### src/rv32i_instruction_decoder_defines.svh
// Assertion macros used by the decoder RTL.
`ifndef RV32I_INSTRUCTION_DECODER_DEFINES_SVH
`define RV32I_INSTRUCTION_DECODER_DEFINES_SVH

// Clocked property, switched off while reset is held.
`define RVID_ASSERT(label, prop, msg) \
    label: assert property (@(posedge i_clk) disable iff (!i_rst_n) (prop)) else $error(msg);

// Clocked implication, switched off while reset is held.
`define RVID_ASSERT_IMPL(label, cond, conseq, msg) \
    `RVID_ASSERT(label, (cond) |-> (conseq), msg)

`endif

### src/rvid_pkg.sv
// ----------------------------------------------------------------------------
// RV32I decoder package
// Format and operation codes and the decoded result type.
// ----------------------------------------------------------------------------
package rvid_pkg;

    localparam logic [2:0] FMT_R    = 3'd0;
    localparam logic [2:0] FMT_I    = 3'd1;
    localparam logic [2:0] FMT_S    = 3'd2;
    localparam logic [2:0] FMT_B    = 3'd3;
    localparam logic [2:0] FMT_U    = 3'd4;
    localparam logic [2:0] FMT_J    = 3'd5;
    localparam logic [2:0] FMT_NONE = 3'd7;

    localparam logic [4:0] OP_BEQ   = 5'd0;
    localparam logic [4:0] OP_BNE   = 5'd1;
    localparam logic [4:0] OP_BLT   = 5'd2;
    localparam logic [4:0] OP_BGE   = 5'd3;
    localparam logic [4:0] OP_BLTU  = 5'd4;
    localparam logic [4:0] OP_BGEU  = 5'd5;
    localparam logic [4:0] OP_ADDI  = 5'd6;
    localparam logic [4:0] OP_SLTI  = 5'd7;
    localparam logic [4:0] OP_SLTIU = 5'd8;
    localparam logic [4:0] OP_XORI  = 5'd9;
    localparam logic [4:0] OP_ORI   = 5'd10;
    localparam logic [4:0] OP_ANDI  = 5'd11;
    localparam logic [4:0] OP_SLLI  = 5'd12;
    localparam logic [4:0] OP_SRLI  = 5'd13;
    localparam logic [4:0] OP_SRAI  = 5'd14;
    localparam logic [4:0] OP_ADD   = 5'd15;
    localparam logic [4:0] OP_SUB   = 5'd16;
    localparam logic [4:0] OP_SLL   = 5'd17;
    localparam logic [4:0] OP_SLT   = 5'd18;
    localparam logic [4:0] OP_SLTU  = 5'd19;
    localparam logic [4:0] OP_XOR   = 5'd20;
    localparam logic [4:0] OP_SRL   = 5'd21;
    localparam logic [4:0] OP_SRA   = 5'd22;
    localparam logic [4:0] OP_OR    = 5'd23;
    localparam logic [4:0] OP_AND   = 5'd24;
    localparam logic [4:0] OP_LUI   = 5'd25;
    localparam logic [4:0] OP_AUIPC = 5'd26;
    localparam logic [4:0] OP_JAL   = 5'd27;
    localparam logic [4:0] OP_JALR  = 5'd28;
    localparam logic [4:0] OP_LOAD  = 5'd29;
    localparam logic [4:0] OP_STORE = 5'd30;
    localparam logic [4:0] OP_NONE  = 5'd31;

    localparam logic [6:0] OPC_LOAD   = 7'h03;
    localparam logic [6:0] OPC_OPIMM  = 7'h13;
    localparam logic [6:0] OPC_AUIPC  = 7'h17;
    localparam logic [6:0] OPC_STORE  = 7'h23;
    localparam logic [6:0] OPC_OP     = 7'h33;
    localparam logic [6:0] OPC_LUI    = 7'h37;
    localparam logic [6:0] OPC_BRANCH = 7'h63;
    localparam logic [6:0] OPC_JALR   = 7'h67;
    localparam logic [6:0] OPC_JAL    = 7'h6F;

    typedef struct packed {
        logic               illegal;
        logic [2:0]         format_kind;
        logic [4:0]         op_kind;
        logic [4:0]         dest_index;
        logic [4:0]         src1_index;
        logic [4:0]         src2_index;
        logic signed [31:0] immediate;
        logic               dest_used;
        logic               src1_used;
        logic               src2_used;
        logic               imm_used;
    } t_result;

endpackage

### src/rvid_decode.sv
// ----------------------------------------------------------------------------
// RV32I decode logic
// Works out format, operation, register indices, immediate, usage flags and the illegal flag.
// ----------------------------------------------------------------------------
module rvid_decode (
    input  logic [31:0]      i_word,
    output rvid_pkg::t_result o_result
);

    logic [2:0] w_fmt;
    logic [4:0] w_op;
    logic [2:0] w_f3;
    logic       w_b30;
    logic [31:0] w_sign;
    logic [31:0] w_imm;

    assign w_f3   = i_word[14:12];
    assign w_b30  = i_word[30];
    assign w_sign = {32{i_word[31]}};

    always_comb begin
        case (i_word[6:2])
            5'h0B, 5'h14, 5'h0C, 5'h0E:        w_fmt = rvid_pkg::FMT_R;
            5'h00, 5'h01, 5'h04, 5'h06, 5'h19: w_fmt = rvid_pkg::FMT_I;
            5'h08, 5'h09:                      w_fmt = rvid_pkg::FMT_S;
            5'h18:                             w_fmt = rvid_pkg::FMT_B;
            5'h05, 5'h0D:                      w_fmt = rvid_pkg::FMT_U;
            5'h1B:                             w_fmt = rvid_pkg::FMT_J;
            default:                           w_fmt = rvid_pkg::FMT_NONE;
        endcase
    end

    always_comb begin
        w_op = rvid_pkg::OP_NONE;
        case (i_word[6:0])
            rvid_pkg::OPC_BRANCH: begin
                case (w_f3)
                    3'd0:    w_op = rvid_pkg::OP_BEQ;
                    3'd1:    w_op = rvid_pkg::OP_BNE;
                    3'd4:    w_op = rvid_pkg::OP_BLT;
                    3'd5:    w_op = rvid_pkg::OP_BGE;
                    3'd6:    w_op = rvid_pkg::OP_BLTU;
                    3'd7:    w_op = rvid_pkg::OP_BGEU;
                    default: w_op = rvid_pkg::OP_NONE;
                endcase
            end
            rvid_pkg::OPC_OPIMM: begin
                case (w_f3)
                    3'd0:    w_op = rvid_pkg::OP_ADDI;
                    3'd1:    w_op = w_b30 ? rvid_pkg::OP_NONE : rvid_pkg::OP_SLLI;
                    3'd2:    w_op = rvid_pkg::OP_SLTI;
                    3'd3:    w_op = rvid_pkg::OP_SLTIU;
                    3'd4:    w_op = rvid_pkg::OP_XORI;
                    3'd5:    w_op = w_b30 ? rvid_pkg::OP_SRAI : rvid_pkg::OP_SRLI;
                    3'd6:    w_op = rvid_pkg::OP_ORI;
                    default: w_op = rvid_pkg::OP_ANDI;
                endcase
            end
            rvid_pkg::OPC_OP: begin
                case (w_f3)
                    3'd0:    w_op = w_b30 ? rvid_pkg::OP_SUB : rvid_pkg::OP_ADD;
                    3'd1:    w_op = w_b30 ? rvid_pkg::OP_NONE : rvid_pkg::OP_SLL;
                    3'd2:    w_op = w_b30 ? rvid_pkg::OP_NONE : rvid_pkg::OP_SLT;
                    3'd3:    w_op = w_b30 ? rvid_pkg::OP_NONE : rvid_pkg::OP_SLTU;
                    3'd4:    w_op = w_b30 ? rvid_pkg::OP_NONE : rvid_pkg::OP_XOR;
                    3'd5:    w_op = w_b30 ? rvid_pkg::OP_SRA : rvid_pkg::OP_SRL;
                    3'd6:    w_op = w_b30 ? rvid_pkg::OP_NONE : rvid_pkg::OP_OR;
                    default: w_op = w_b30 ? rvid_pkg::OP_NONE : rvid_pkg::OP_AND;
                endcase
            end
            rvid_pkg::OPC_LUI:   w_op = rvid_pkg::OP_LUI;
            rvid_pkg::OPC_AUIPC: w_op = rvid_pkg::OP_AUIPC;
            rvid_pkg::OPC_JAL:   w_op = rvid_pkg::OP_JAL;
            rvid_pkg::OPC_JALR:  w_op = (w_f3 == 3'd0) ? rvid_pkg::OP_JALR
                                                       : rvid_pkg::OP_NONE;
            rvid_pkg::OPC_LOAD:  w_op = rvid_pkg::OP_LOAD;
            rvid_pkg::OPC_STORE: w_op = rvid_pkg::OP_STORE;
            default:             w_op = rvid_pkg::OP_NONE;
        endcase
    end

    always_comb begin
        case (w_fmt)
            rvid_pkg::FMT_I: w_imm = (w_sign & 32'hFFFFF800) | {21'd0, i_word[30:20]};
            rvid_pkg::FMT_S: w_imm = (w_sign & 32'hFFFFF800)
                                   | {21'd0, i_word[30:25], i_word[11:7]};
            rvid_pkg::FMT_B: w_imm = (w_sign & 32'hFFFFF000)
                                   | {20'd0, i_word[7], i_word[30:25], i_word[11:8], 1'b0};
            rvid_pkg::FMT_U: w_imm = {i_word[31:12], 12'd0};
            rvid_pkg::FMT_J: w_imm = (w_sign & 32'hFFF00000)
                                   | {12'd0, i_word[19:12], i_word[20], i_word[30:21], 1'b0};
            default:         w_imm = 32'd0;
        endcase
    end

    always_comb begin
        o_result = '0;
        if ((w_fmt == rvid_pkg::FMT_NONE) || (w_op == rvid_pkg::OP_NONE)) begin
            o_result.illegal = 1'b1;
        end else begin
            o_result.format_kind = w_fmt;
            o_result.op_kind     = w_op;
            o_result.dest_index  = i_word[11:7];
            o_result.src1_index  = i_word[19:15];
            o_result.src2_index  = i_word[24:20];
            o_result.immediate   = w_imm;
            o_result.dest_used   = ((w_fmt == rvid_pkg::FMT_R) || (w_fmt == rvid_pkg::FMT_I)
                                 || (w_fmt == rvid_pkg::FMT_U) || (w_fmt == rvid_pkg::FMT_J))
                                 && (i_word[11:7] != 5'd0);
            o_result.src1_used   = (w_fmt == rvid_pkg::FMT_R) || (w_fmt == rvid_pkg::FMT_I)
                                 || (w_fmt == rvid_pkg::FMT_S) || (w_fmt == rvid_pkg::FMT_B);
            o_result.src2_used   = (w_fmt == rvid_pkg::FMT_R) || (w_fmt == rvid_pkg::FMT_S)
                                 || (w_fmt == rvid_pkg::FMT_B);
            o_result.imm_used    = (w_fmt != rvid_pkg::FMT_R);
        end
    end

endmodule

### src/rv32i_instruction_decoder.sv
// ----------------------------------------------------------------------------
// RV32I instruction decoder
// An accepted word is held in the input register, decoded, and registered into
// the result register that drives the output. Throughput is one item per cycle
// while the output is not stalled: an input register and a result register
// each hold one item, and the decode logic between them is purely combinational.
// Reset clears both valid flags synchronously; payload registers are not reset.
// ----------------------------------------------------------------------------
`include "rv32i_instruction_decoder_defines.svh"

module rv32i_instruction_decoder (
    input  logic        i_clk,
    input  logic        i_rst_n,
    input  logic        s_axis_tvalid,
    output logic        s_axis_tready,
    input  logic [31:0] s_axis_tdata,   // instr_word
    output logic        m_axis_tvalid,
    input  logic        m_axis_tready,
    // dest_index, src1_index, src2_index, immediate, dest_used, src1_used,
    // src2_used, imm_used, zero padding
    output logic [55:0] m_axis_tdata,
    output logic [8:0]  m_axis_tuser    // illegal, format_kind, op_kind
);

    logic              r_in_valid;
    logic [31:0]       r_in_word;
    logic              r_out_valid;
    rvid_pkg::t_result r_out;
    rvid_pkg::t_result n_result;
    logic              w_out_ready;

    rvid_decode u_decode (
        .i_word   (r_in_word),
        .o_result (n_result)
    );

    assign w_out_ready   = !r_out_valid || m_axis_tready;
    assign s_axis_tready = !r_in_valid || w_out_ready;

    always_ff @(posedge i_clk) begin
        if (!i_rst_n) begin
            r_in_valid  <= 1'b0;
            r_out_valid <= 1'b0;
        end else begin
            if (s_axis_tready) begin
                r_in_valid <= s_axis_tvalid;
            end
            if (w_out_ready) begin
                r_out_valid <= r_in_valid;
            end
        end
    end

    always_ff @(posedge i_clk) begin
        if (s_axis_tvalid && s_axis_tready) begin
            r_in_word <= s_axis_tdata;
        end
        if (r_in_valid && w_out_ready) begin
            r_out <= n_result;
        end
    end

    assign m_axis_tvalid = r_out_valid;
    assign m_axis_tuser  = {r_out.op_kind, r_out.format_kind, r_out.illegal};
    assign m_axis_tdata  = {5'd0, r_out.imm_used, r_out.src2_used, r_out.src1_used,
                            r_out.dest_used, r_out.immediate, r_out.src2_index,
                            r_out.src1_index, r_out.dest_index};

    `RVID_ASSERT_IMPL(a_illegal_clears_data, r_out_valid && r_out.illegal,
                      m_axis_tdata == 56'd0, "illegal item carries nonzero data")
    `RVID_ASSERT_IMPL(a_stage_advances, r_in_valid && w_out_ready, ##1 r_out_valid,
                      "decoded item did not reach the result register")
    `RVID_ASSERT_IMPL(a_full_stalls_input, r_in_valid && r_out_valid && !m_axis_tready,
                      !s_axis_tready, "input taken while both stages are full")
    `RVID_ASSERT_IMPL(a_dest_nonzero, r_out_valid && r_out.dest_used,
                      r_out.dest_index != 5'd0, "destination marked used with index zero")
    `RVID_ASSERT_IMPL(a_rformat_no_imm,
                      r_out_valid && !r_out.illegal && (r_out.format_kind == rvid_pkg::FMT_R),
                      !r_out.imm_used && (r_out.immediate == 32'sd0),
                      "R format item carries an immediate")

endmodule
### config.mk
export PLATFORM = sky130hd
export DESIGN_NAME = rv32i_instruction_decoder
export DESIGN_NICKNAME = d
export VERILOG_FILES = /design/src/rvid_pkg.sv /design/src/rvid_decode.sv /design/src/rv32i_instruction_decoder.sv
export VERILOG_INCLUDE_DIRS = /design/src /design/src/src
export SDC_FILE = /design/constraint.sdc
export NUM_CORES = 1
export LEC_CHECK = 0
export BUFFER_PORTS_ARGS = -buffer_cell sky130_fd_sc_hd__buf_2
export CORE_MARGIN = 2
export CORE_UTILIZATION = 54
export DETAILED_ROUTE_END_ITERATION = 10
export GPL_TIMING_DRIVEN = 0
export PLACE_DENSITY = 0.86
export SYNTH_ARGS = -nofsm -noshare
export SYNTH_HDL_FRONTEND = slang
export SYNTH_HIERARCHICAL = 1
export SYNTH_SLANG_ARGS = --single-unit
### constraint.sdc
create_clock -name i_clk -period 4.8 [get_ports i_clk]
set_input_delay 0.48 -clock i_clk [delete_from_list [all_inputs] [get_ports i_clk]]
set_output_delay 0.48 -clock i_clk [all_outputs]
set_load 0.01 [all_outputs]
==> results.ini, run 1 <==
[run_status]
status=complete, no violations

[placed_design]
gp_congestion=0.884
place_area_um2=5130
port_buffers=97
pre_cts_slack_ps=2310
place_hpwl_mm=7.00
dp.cells=555

[yosys]
syn_inst=347
synth_top_family_by_area=compound AO/OA/AOI/OAI gates
syn_area_um2=4430
synthArstFlopShare_pct=0
synthXorXnorAreaFrac_pct=0.989
ys_seq_area_share_pct=63.3
synth_adder_area_share_pct=0
ys_types=58
ys_warn_count=6
muxShareOfSynthArea_pct=0
synth_compound_area_share_pct=20.5
ys_ff_latch=94
synth_simple_gate_area_share_pct=9.55
syn_avg_cell_area_um2=12.8
synthFlopType=edfxtp_1
synth_edf_count=92

[grt]
grt_usage_pct=22.5
gr-total-overflow=0
grt_pass1_vias=3068
grt_max_degree=36
grt_antenna_before_repair=0
grt_pass1_wl_mm=15.0

[detailed_routing]
drt_iter0_markers=234
wl_per_cell_um=16.9
drc=0
vias_per_cell=5.72
wirelength_mm=9.64
routed-via-count=3267
antenna_left=0
drt_pass1_iterations=6

[floorplan]
chipHeight_um=94.6
fp-row-count=33
core-area_um2=8090
ios=103
dieArea_um2=8940
die_w_um=94.6
initial_core_util_pct=54.7

[pwr]
seq_power_share_pct=57.4
power_leakage_uw=0.00199
intPower_uw=1240
sw_frac_of_total_pct=26.8
comb_power_share_pct=13.4
p_switching_uw=454
clkPwrFrac_pct=29.2
p_per_area_nw_per_um2=319
irDropWorstVdd_mv=0.159

[sta]
fin_tns_setup_ps=0
rsz0062_at_grt=no
period_share_pct=53.6
period_needed_ps=2570
maxSlewViolCount=0
relSlewSlack_pct=49.0
setup_violations=0
max_slew.worst_pin.slew_ps=763
worst_slack_ps=2230
skew_ps=13.5
timing.fmax_mhz=389
hold_viol=0

[job]
maxCapViolations=0

[worst_setup_path]
endpoint=m_axis_tdata[39]
cp-startpoint=r_in_word[4]
crit_path_max_incr_delay_ps=460
critPathRequiredTime_ps=5030
rr_endpoint=m_axis_tdata[39]
path_cells=buf_2 -> buf_2 -> inv_1 -> nor2_1 -> a22o_1 -> and2_1 -> clkbuf_1 -> a21oi_1 -> a21oi_2
cp_max_fo=10
cp_slowest_cell=clkbuf_1
r2r_cells=9
end_kind=register
crit_type=register to register
r2r-start=r_in_word[4]
cp-start-kind=register
arrival_ps=2800
ff2ff_setup_slack_ps=2230
cpMostUsedCell=buf_2

[layout]
fin_util_pct=65.7
fillers=622
multi_input_area_um2=1410
fin_nets=497
final-instance-count-excl-fill=571
seq_area_um2=2800
drive_gt1_share_pct=38.2
design_area_um2=5320
areaGrowthSynthToFinish_pct=20.1
num_antenna_cells=0

[cts]
postCtsHoldBufs=0
cts-htree-levels=3
cts_buffers=9
cts_root_buffer=clkbuf_8
insertion_delay_ps=360
cts_buffer_depth=2
cts_tree=built
cts_sinks=94
cts-resized-gates=0
postCtsSetupBuffers=0
path_clk_slew_ps=100

[worst_hold_path]
hp-class=input port to register

-- cell families (layout without fill, tap and decap cells) --
group,after synthesis,after routing
compound gates,133,133
flops,94,94
simple gates,72,72
buf+inv,42,157
xor+xnor,5,5
other cells,1,5
-- routing by layer --
| metal | vias up | track usage (%) | routed length, um |
|---|---|---|---|
| met2 | 175 | 35.6 | 4660 |
| li1 | 1539 | - | - |
| met3 | 27 | 3.75 | 829 |
| met5 | - | 0 | 0 |
| met1 | 1526 | 30.5 | 3920 |
| met4 | 0 | 10.5 | 230 |
-- registers in the layout (all words and copies together), names as in the netlist --
signal and flops:
r_in_valid 1, m_axis_tvalid 1, r_in_word 32, m_axis_tuser 9, m_axis_tdata 51
-- cells in the final DEF, fill, tap and decap left out, types with 3 or more instances in the layout --
cell	n
and2_1	4
nor3b_1	3
conb_1	5
o21ai_0	9
a31oi_1	4
edfxtp_1	92
nand3_1	5
o22ai_1	4
a21boi_0	14
nor2_1	16
xnor2_1	3
buf_4	7
clkbuf_8	9
a21oi_2	19
buf_2	117
nor3_1	4
inv_1	7
a21oi_1	47
nor4_1	3
nor2b_1	5
buf_6	5
a22oi_1	7
o211a_1	3
nand2_1	14
a21boi_1	3
-- power by group through the flow --
| stage | sequential, uW | clock, uW | combinational, uW |
|---|---|---|---|
| CTS | 974 | 507 | 226 |
| floorplan | 1010 | 0 | 128 |
| detailed placement | 993 | 0 | 226 |
| finish | 974 | 495 | 228 |
| global route | 978 | 544 | 249 |
| global placement | 995 | 0 | 212 |
-- worst min path at each step --
stage | from | endpoint | cells after the start | slack, ps
6_report | s_axis_tdata[0] | r_in_word[0] | 1 | 280
5_1_grt | s_axis_tdata[30] | r_in_word[30] | 1 | 250
4_1_cts | s_axis_tdata[0] | r_in_word[0] | 1 | 260
3_5_place_dp | m_axis_tvalid | r_in_valid | 2 | 530
3_3_place_gp | m_axis_tvalid | r_in_valid | 2 | 510
2_1_floorplan | r_in_valid | r_in_valid | 2 | 530
-- critical path: cells and delay by family, from the launching register on --
family | cells | cell delay (ps)
buf+inv | 4 | 1020
compound gates | 3 | 650
simple gates | 2 | 430
flops | 1 | 320
-- area by class of cell --
class / count / share of cell area [%]
Clock buffer: 9 / 2.33
Clock inverter: 7 / 1.27
Timing Repair Buffer: 99 / 10.0
Inverter: 7 / 0.494
Buffer: 35 / 4.14
Tap cell: 105 / 2.47
Multi-Input combinational cell: 215 / 26.6
Sequential cell: 94 / 52.7
-- per-stage QoR --
step / total power, uW / hold slack (ps)
2_1_floorplan: 1130 / 529
3_3_place_gp: 1210 / 510
4_1_cts: 1710 / 264
6_report: 1700 / 280
3_5_place_dp: 1220 / 530
5_1_grt: 1770 / 254
-- synth_stat cells (all sizes together) (5+ instances only) --
| cell type | instances | area share (%) |
|---|---|---|
| a21boi | 17 | 2.9 |
| a21oi | 67 | 9.2 |
| a22oi | 7 | 1.2 |
| buf | 33 | 4.8 |
| edfxtp | 92 | 62 |
| inv | 7 | 0.59 |
| nand2 | 14 | 1.2 |
| nand3 | 5 | 0.56 |
| nor2 | 16 | 1.4 |
| nor2b | 7 | 1.2 |
| nor3 | 6 | 0.90 |
| o21ai | 11 | 1.3 |
No activity file was read; power rests on OpenSTA's default activity.
==> run 2: changes to the inputs <==
--- a/config.mk
+++ b/config.mk
@@ -8,10 +8,10 @@
 export LEC_CHECK = 0
 export BUFFER_PORTS_ARGS = -buffer_cell sky130_fd_sc_hd__buf_2
 export CORE_MARGIN = 2
-export CORE_UTILIZATION = 54
+export CORE_UTILIZATION = 48
 export DETAILED_ROUTE_END_ITERATION = 10
 export GPL_TIMING_DRIVEN = 0
-export PLACE_DENSITY = 0.86
+export PLACE_DENSITY = 0.81
 export SYNTH_ARGS = -nofsm -noshare
 export SYNTH_HDL_FRONTEND = slang
 export SYNTH_HIERARCHICAL = 1
==> constraint.sdc (replaced) <==
create_clock -name i_clk -period 2.2 [get_ports i_clk]
set_input_delay 0.22 -clock i_clk [delete_from_list [all_inputs] [get_ports i_clk]]
set_output_delay 0.22 -clock i_clk [all_outputs]
set_load 0.01 [all_outputs]
==> run 2 against run 1 <==
The run now ends with setup timing left. Global-route usage rose by 0.50 points. Sequential cell count did not move. Sequential share of layout area fell by 6.1 points. Clock-buffer cell count did not move. Via count rose by 9.6%.
==> results.ini, run 2 (synthesis gave the netlist of run 1 again) <==
[run_status]
status=finished with violations
failed_checks=setup timing

[grt]
grt_antenna_before_repair=0
grt_pass1_vias=3287
grt_max_degree=24
gr-total-overflow=0
grt_usage_pct=23.0
grt_pass1_wl_mm=17.5

[layout]
final_common_cell=buf_2
fin_nets=526
num_antenna_cells=0
largest_reg_flops=51
areaGrowthSynthToFinish_pct=35.8
seq_area_um2=2800
layout_common_cells=buf_2 (103), edfxtp_1 (92), a21oi_1 (42)
multi_input_area_um2=1650
fillers=649
drive_gt1_share_pct=48.5

[sta]
setup_violations=60
timing.fmax_mhz=413
worst_slack_ps=-219
period_share_pct=110
rsz0062_at_grt=yes
holdWs_ps=3.81
skew_ps=17.2
max_slew.worst_pin.slew_ps=675
relSlewSlack_pct=54.9
maxSlewViolCount=0
period_needed_ps=2420
hold_viol=0

[cts]
cts_sinks=94
cts_buffers=9
cts_buffer_depth=2
path_clk_slew_ps=120
cts-htree-levels=3
insertion_delay_ps=390
cts_tree=built
cts_root_buffer=clkbuf_8

[worst_setup_path]
r2r-start=r_in_word[3]
end_kind=register
r2r_cells=8
cp-start-kind=register
cp_max_fo=9
ff2ff_setup_slack_ps=-220
arrival_ps=2630
critPathRequiredTime_ps=2410
crit_type=register to register
rr_endpoint=m_axis_tdata[11]

[floorplan]
ios=103
chipHeight_um=100
fp-row-count=35
core-area_um2=9110
dieArea_um2=10000
die_w_um=100
initial_core_util_pct=48.6

[worst_hold_path]
hp-class=input port to register
hold_path_depth=1
min_from=s_axis_tdata[8]
whs_endpoint=r_in_word[8]

[pwr]
p_per_area_nw_per_um2=661
irDropWorstVdd_mv=0.332
power_leakage_uw=0.00226

[detailed_routing]
wirelength_mm=11.9
routed-via-count=3582
wl_per_cell_um=19.6
drt_iter0_markers=353
drc=0
vias_per_cell=5.91
drt_pass1_iterations=9
antenna_left=0

[job]
maxCapViolations=0

[placed_design]
pre_cts_slack_ps=-304
place_hpwl_mm=7.29
gp_congestion=0.891
port_buffers=97

[run 2: cell types whose count changed in the layout (fill, tap and decap cells not counted), sizes merged]
cell | previous run | this run
clkinv | 4 | 3
bufbuf | 0 | 1
clkbuf | 11 | 16
clkinvlp | 0 | 1
buf | 132 | 151
dlygate4sd3 | 0 | 4
[run 2: worst max-delay path, cell delays in order (launching register included)]
cell and delay [ps]:
edfxtp_1 500, or4_4 560, a22oi_2 190, o41ai_2 90, nor3_2 270, nor3_4 100, buf_6 170, buf_4 150
a21boi_1 230
[run 2: metrics by stage]
step	util [%]	TNS [ps]	total power, uW	std cells	instance area (um2)
4_1_cts	62.9	-2860	3890	590	5730
6_report	66.0	-6400	3980	606	6010
3_3_place_gp	55.8	-15110	2640	559	5080
2_1_floorplan	-	0	2470	351	4460
5_1_grt	66.0	-12290	4110	606	6010
3_5_place_dp	56.8	-13610	2670	562	5170
[run 2: report_power, final]
group	total, uW	switching [uW]	internal, uW
Clock	1180	734	449
Sequential	2130	47.1	2080
Combinational	666	374	292
[run 2: layer usage]
| layer | GRT usage (%) | wire [um] |
|---|---|---|
| met5 | 0 | 0 |
| met4 | 9.17 | 393 |
| met3 | 4.74 | 1090 |
| met2 | 36.5 | 5720 |
| met1 | 31.2 | 4670 |
[run 2: how the worst max path moves through the flow]
stage             startpoint          endpoint  slack, ps  cells after the start
4_1_cts        r_in_word[13]  m_axis_tdata[41]       -100                      9
5_1_grt        r_in_word[12]  m_axis_tdata[11]       -280                      9
3_5_place_dp    r_in_word[3]  m_axis_tdata[41]       -300                      7
6_report        r_in_word[3]  m_axis_tdata[11]       -220                      8
3_3_place_gp    r_in_word[2]  m_axis_tdata[40]       -330                      9
2_1_floorplan  r_in_word[13]  m_axis_tdata[34]         30                     10
[run 2: area by class of cell]
cell class	count	share of cell area (%)
well taps	111	2.31
flip-flops and latches	94	46.6
repair buffers	129	14.8
multi-input cells	215	27.4
clock buffers	9	2.06
clock inverters	7	1.25
plain buffers	34	5.10
inverters	7	0.437
[run 2: what timing repair did]
action	in CTS	in global routing
endpoints found under the setup margin	60	60
hold buffers	0	4
resized for setup	63	28
hold endpoints to repair	0	4
cloned	1	3
pin swaps	14	14
setup buffers	12	9
==> run 3: changes to the inputs <==
--- a/config.mk
+++ b/config.mk
@@ -7,11 +7,13 @@
 export NUM_CORES = 1
 export LEC_CHECK = 0
 export BUFFER_PORTS_ARGS = -buffer_cell sky130_fd_sc_hd__buf_2
+export CAP_MARGIN = 20
 export CORE_MARGIN = 2
 export CORE_UTILIZATION = 48
 export DETAILED_ROUTE_END_ITERATION = 10
 export GPL_TIMING_DRIVEN = 0
 export PLACE_DENSITY = 0.81
+export RECOVER_POWER = 100
 export SYNTH_ARGS = -nofsm -noshare
 export SYNTH_HDL_FRONTEND = slang
 export SYNTH_HIERARCHICAL = 1
==> run 3 against run 2 <==
The flow finishes with violations (DRC, setup timing). Sequential power about the same. Sequential share of layout area up 1.1 points. Clock skew up 0.74 ps. Clock power about the same. Utilization down 1.6 points. Largest cell class unchanged. Largest power group unchanged.
==> results.ini, run 3 (synthesis gave the netlist of run 1 again) <==
[cts]
cts_buffer_depth=2
cts_sinks=94
cts_tree=built
cts-htree-levels=3
path_clk_slew_ps=120
cts_buffers=9
insertion_delay_ps=370
cts_root_buffer=clkbuf_8

[pwr]
p_per_area_nw_per_um2=671
power_leakage_uw=0.00208
irDropWorstVdd_mv=0.325

[detailed_routing]
wl_per_cell_um=19.6
antenna_left=0
routed-via-count=3574
drt_iter0_markers=350
vias_per_cell=5.90
drc=2
wirelength_mm=11.9
drt_pass1_iterations=9

[worst_setup_path]
critPathRequiredTime_ps=2400
ff2ff_setup_slack_ps=-200
end_kind=register
cp_max_fo=9
crit_type=register to register
arrival_ps=2600
cp-start-kind=register
r2r-start=r_in_word[3]
rr_endpoint=m_axis_tdata[11]
r2r_cells=8

[layout]
fin_nets=526
largest_reg_flops=51
num_antenna_cells=0
fin_util_pct=64.5
drive_gt1_share_pct=35.6
layout_common_cells=edfxtp_1 (92), clkbuf_1 (63), a21oi_1 (42)
areaGrowthSynthToFinish_pct=32.6
final_common_cell=edfxtp_1

[placed_design]
port_buffers=97
place_hpwl_mm=7.29
pre_cts_slack_ps=-304
gp_congestion=0.891

[grt]
grt_pass1_wl_mm=17.5
grt_max_degree=24
grt_pass1_vias=3287
grt_usage_pct=23.0
grt_antenna_before_repair=0
gr-total-overflow=0

[floorplan]
core-area_um2=9110
die_w_um=100
dieArea_um2=10000
chipHeight_um=100
initial_core_util_pct=48.6
fp-row-count=35
ios=103

[job]
maxCapViolations=0

[sta]
hold_viol=0
worst_slack_ps=-200
period_needed_ps=2400
relSlewSlack_pct=32.4
skew_ps=17.9
timing.fmax_mhz=417
period_share_pct=109
max_slew.worst_pin.slew_ps=1010
maxSlewViolCount=0
setup_violations=83
rsz0062_at_grt=yes

[run_status]
status=finished with violations
failed_checks=DRC, setup timing

[worst_hold_path]
hold_path_depth=1
hp-class=input port to register
whs_endpoint=r_in_word[8]
min_from=s_axis_tdata[8]

## run 3: cell count changes in the layout (fill, tap and decap cells not counted), moves of 2 or more
cell,delta
clkbuf_1,+63
buf_2,-62
buf_16,-2
nor2b_4,-2
## run 3: final cells by class
cell class / instances / area, um2
Buffer: 34 / 307
Clock buffer: 9 / 124
Clock inverter: 7 / 75.1
Fill cell: 699 / 3240
Inverter: 7 / 26.3
Multi-Input combinational cell: 215 / 1630
Sequential cell: 94 / 2800
Tap cell: 111 / 139
Timing Repair Buffer: 129 / 768
## run 3: what timing repair did
action / in CTS / in global routing
setup buffers: 12 / 9
gates cloned: 1 / 3
endpoints found under the hold margin: 0 / 4
setup endpoints to repair: 60 / 60
pin swaps: 14 / 14
hold buffers: 0 / 4
gates resized for setup: 63 / 28
## run 3: where the power goes
group / switching [uW] / internal, uW / total (uW)
registers: 48.8 / 2080 / 2130
clock network: 731 / 449 / 1180
logic: 370 / 264 / 633
total: 1150 / 2790 / 3940
## run 3: through the flow
stage / std cells / TNS, ps / hold slack (ps) / instance area [um2] / power (uW)
floorplan: 351 / 0 / 319 / 4460 / 2470
global placement: 559 / -15110 / 396 / 5080 / 2640
detailed placement: 562 / -13610 / 398 / 5170 / 2670
CTS: 590 / -2860 / 6.66 / 5730 / 3890
global route: 606 / -18230 / -0.857 / 5870 / 4080
finish: 606 / -7280 / 14.2 / 5870 / 3940
## run 3: layer usage
metal	wire, um	track usage (%)
met1	4770	31.2
met2	5750	36.5
met3	1030	4.74
met4	347	9.17
met5	0	0
## run 3: worst max path at each step
stage	from	endpoint	slack, ps	depth (start not counted)
floorplan	r_in_word[13]	m_axis_tdata[34]	30	10
global placement	r_in_word[2]	m_axis_tdata[40]	-330	9
detailed placement	r_in_word[3]	m_axis_tdata[41]	-300	7
CTS	r_in_word[13]	m_axis_tdata[41]	-100	9
global route	r_in_word[12]	m_axis_tdata[11]	-280	9
finish	r_in_word[3]	m_axis_tdata[11]	-200	8
## run 3: worst max-delay path, cell delays in order (launching register included)
cell      delay, ps
edfxtp_1        500
or4_4           570
a22oi_2         190
o41ai_2          90
nor3_2          260
nor3_4          100
buf_6           160
buf_4           150
a21boi_1        220
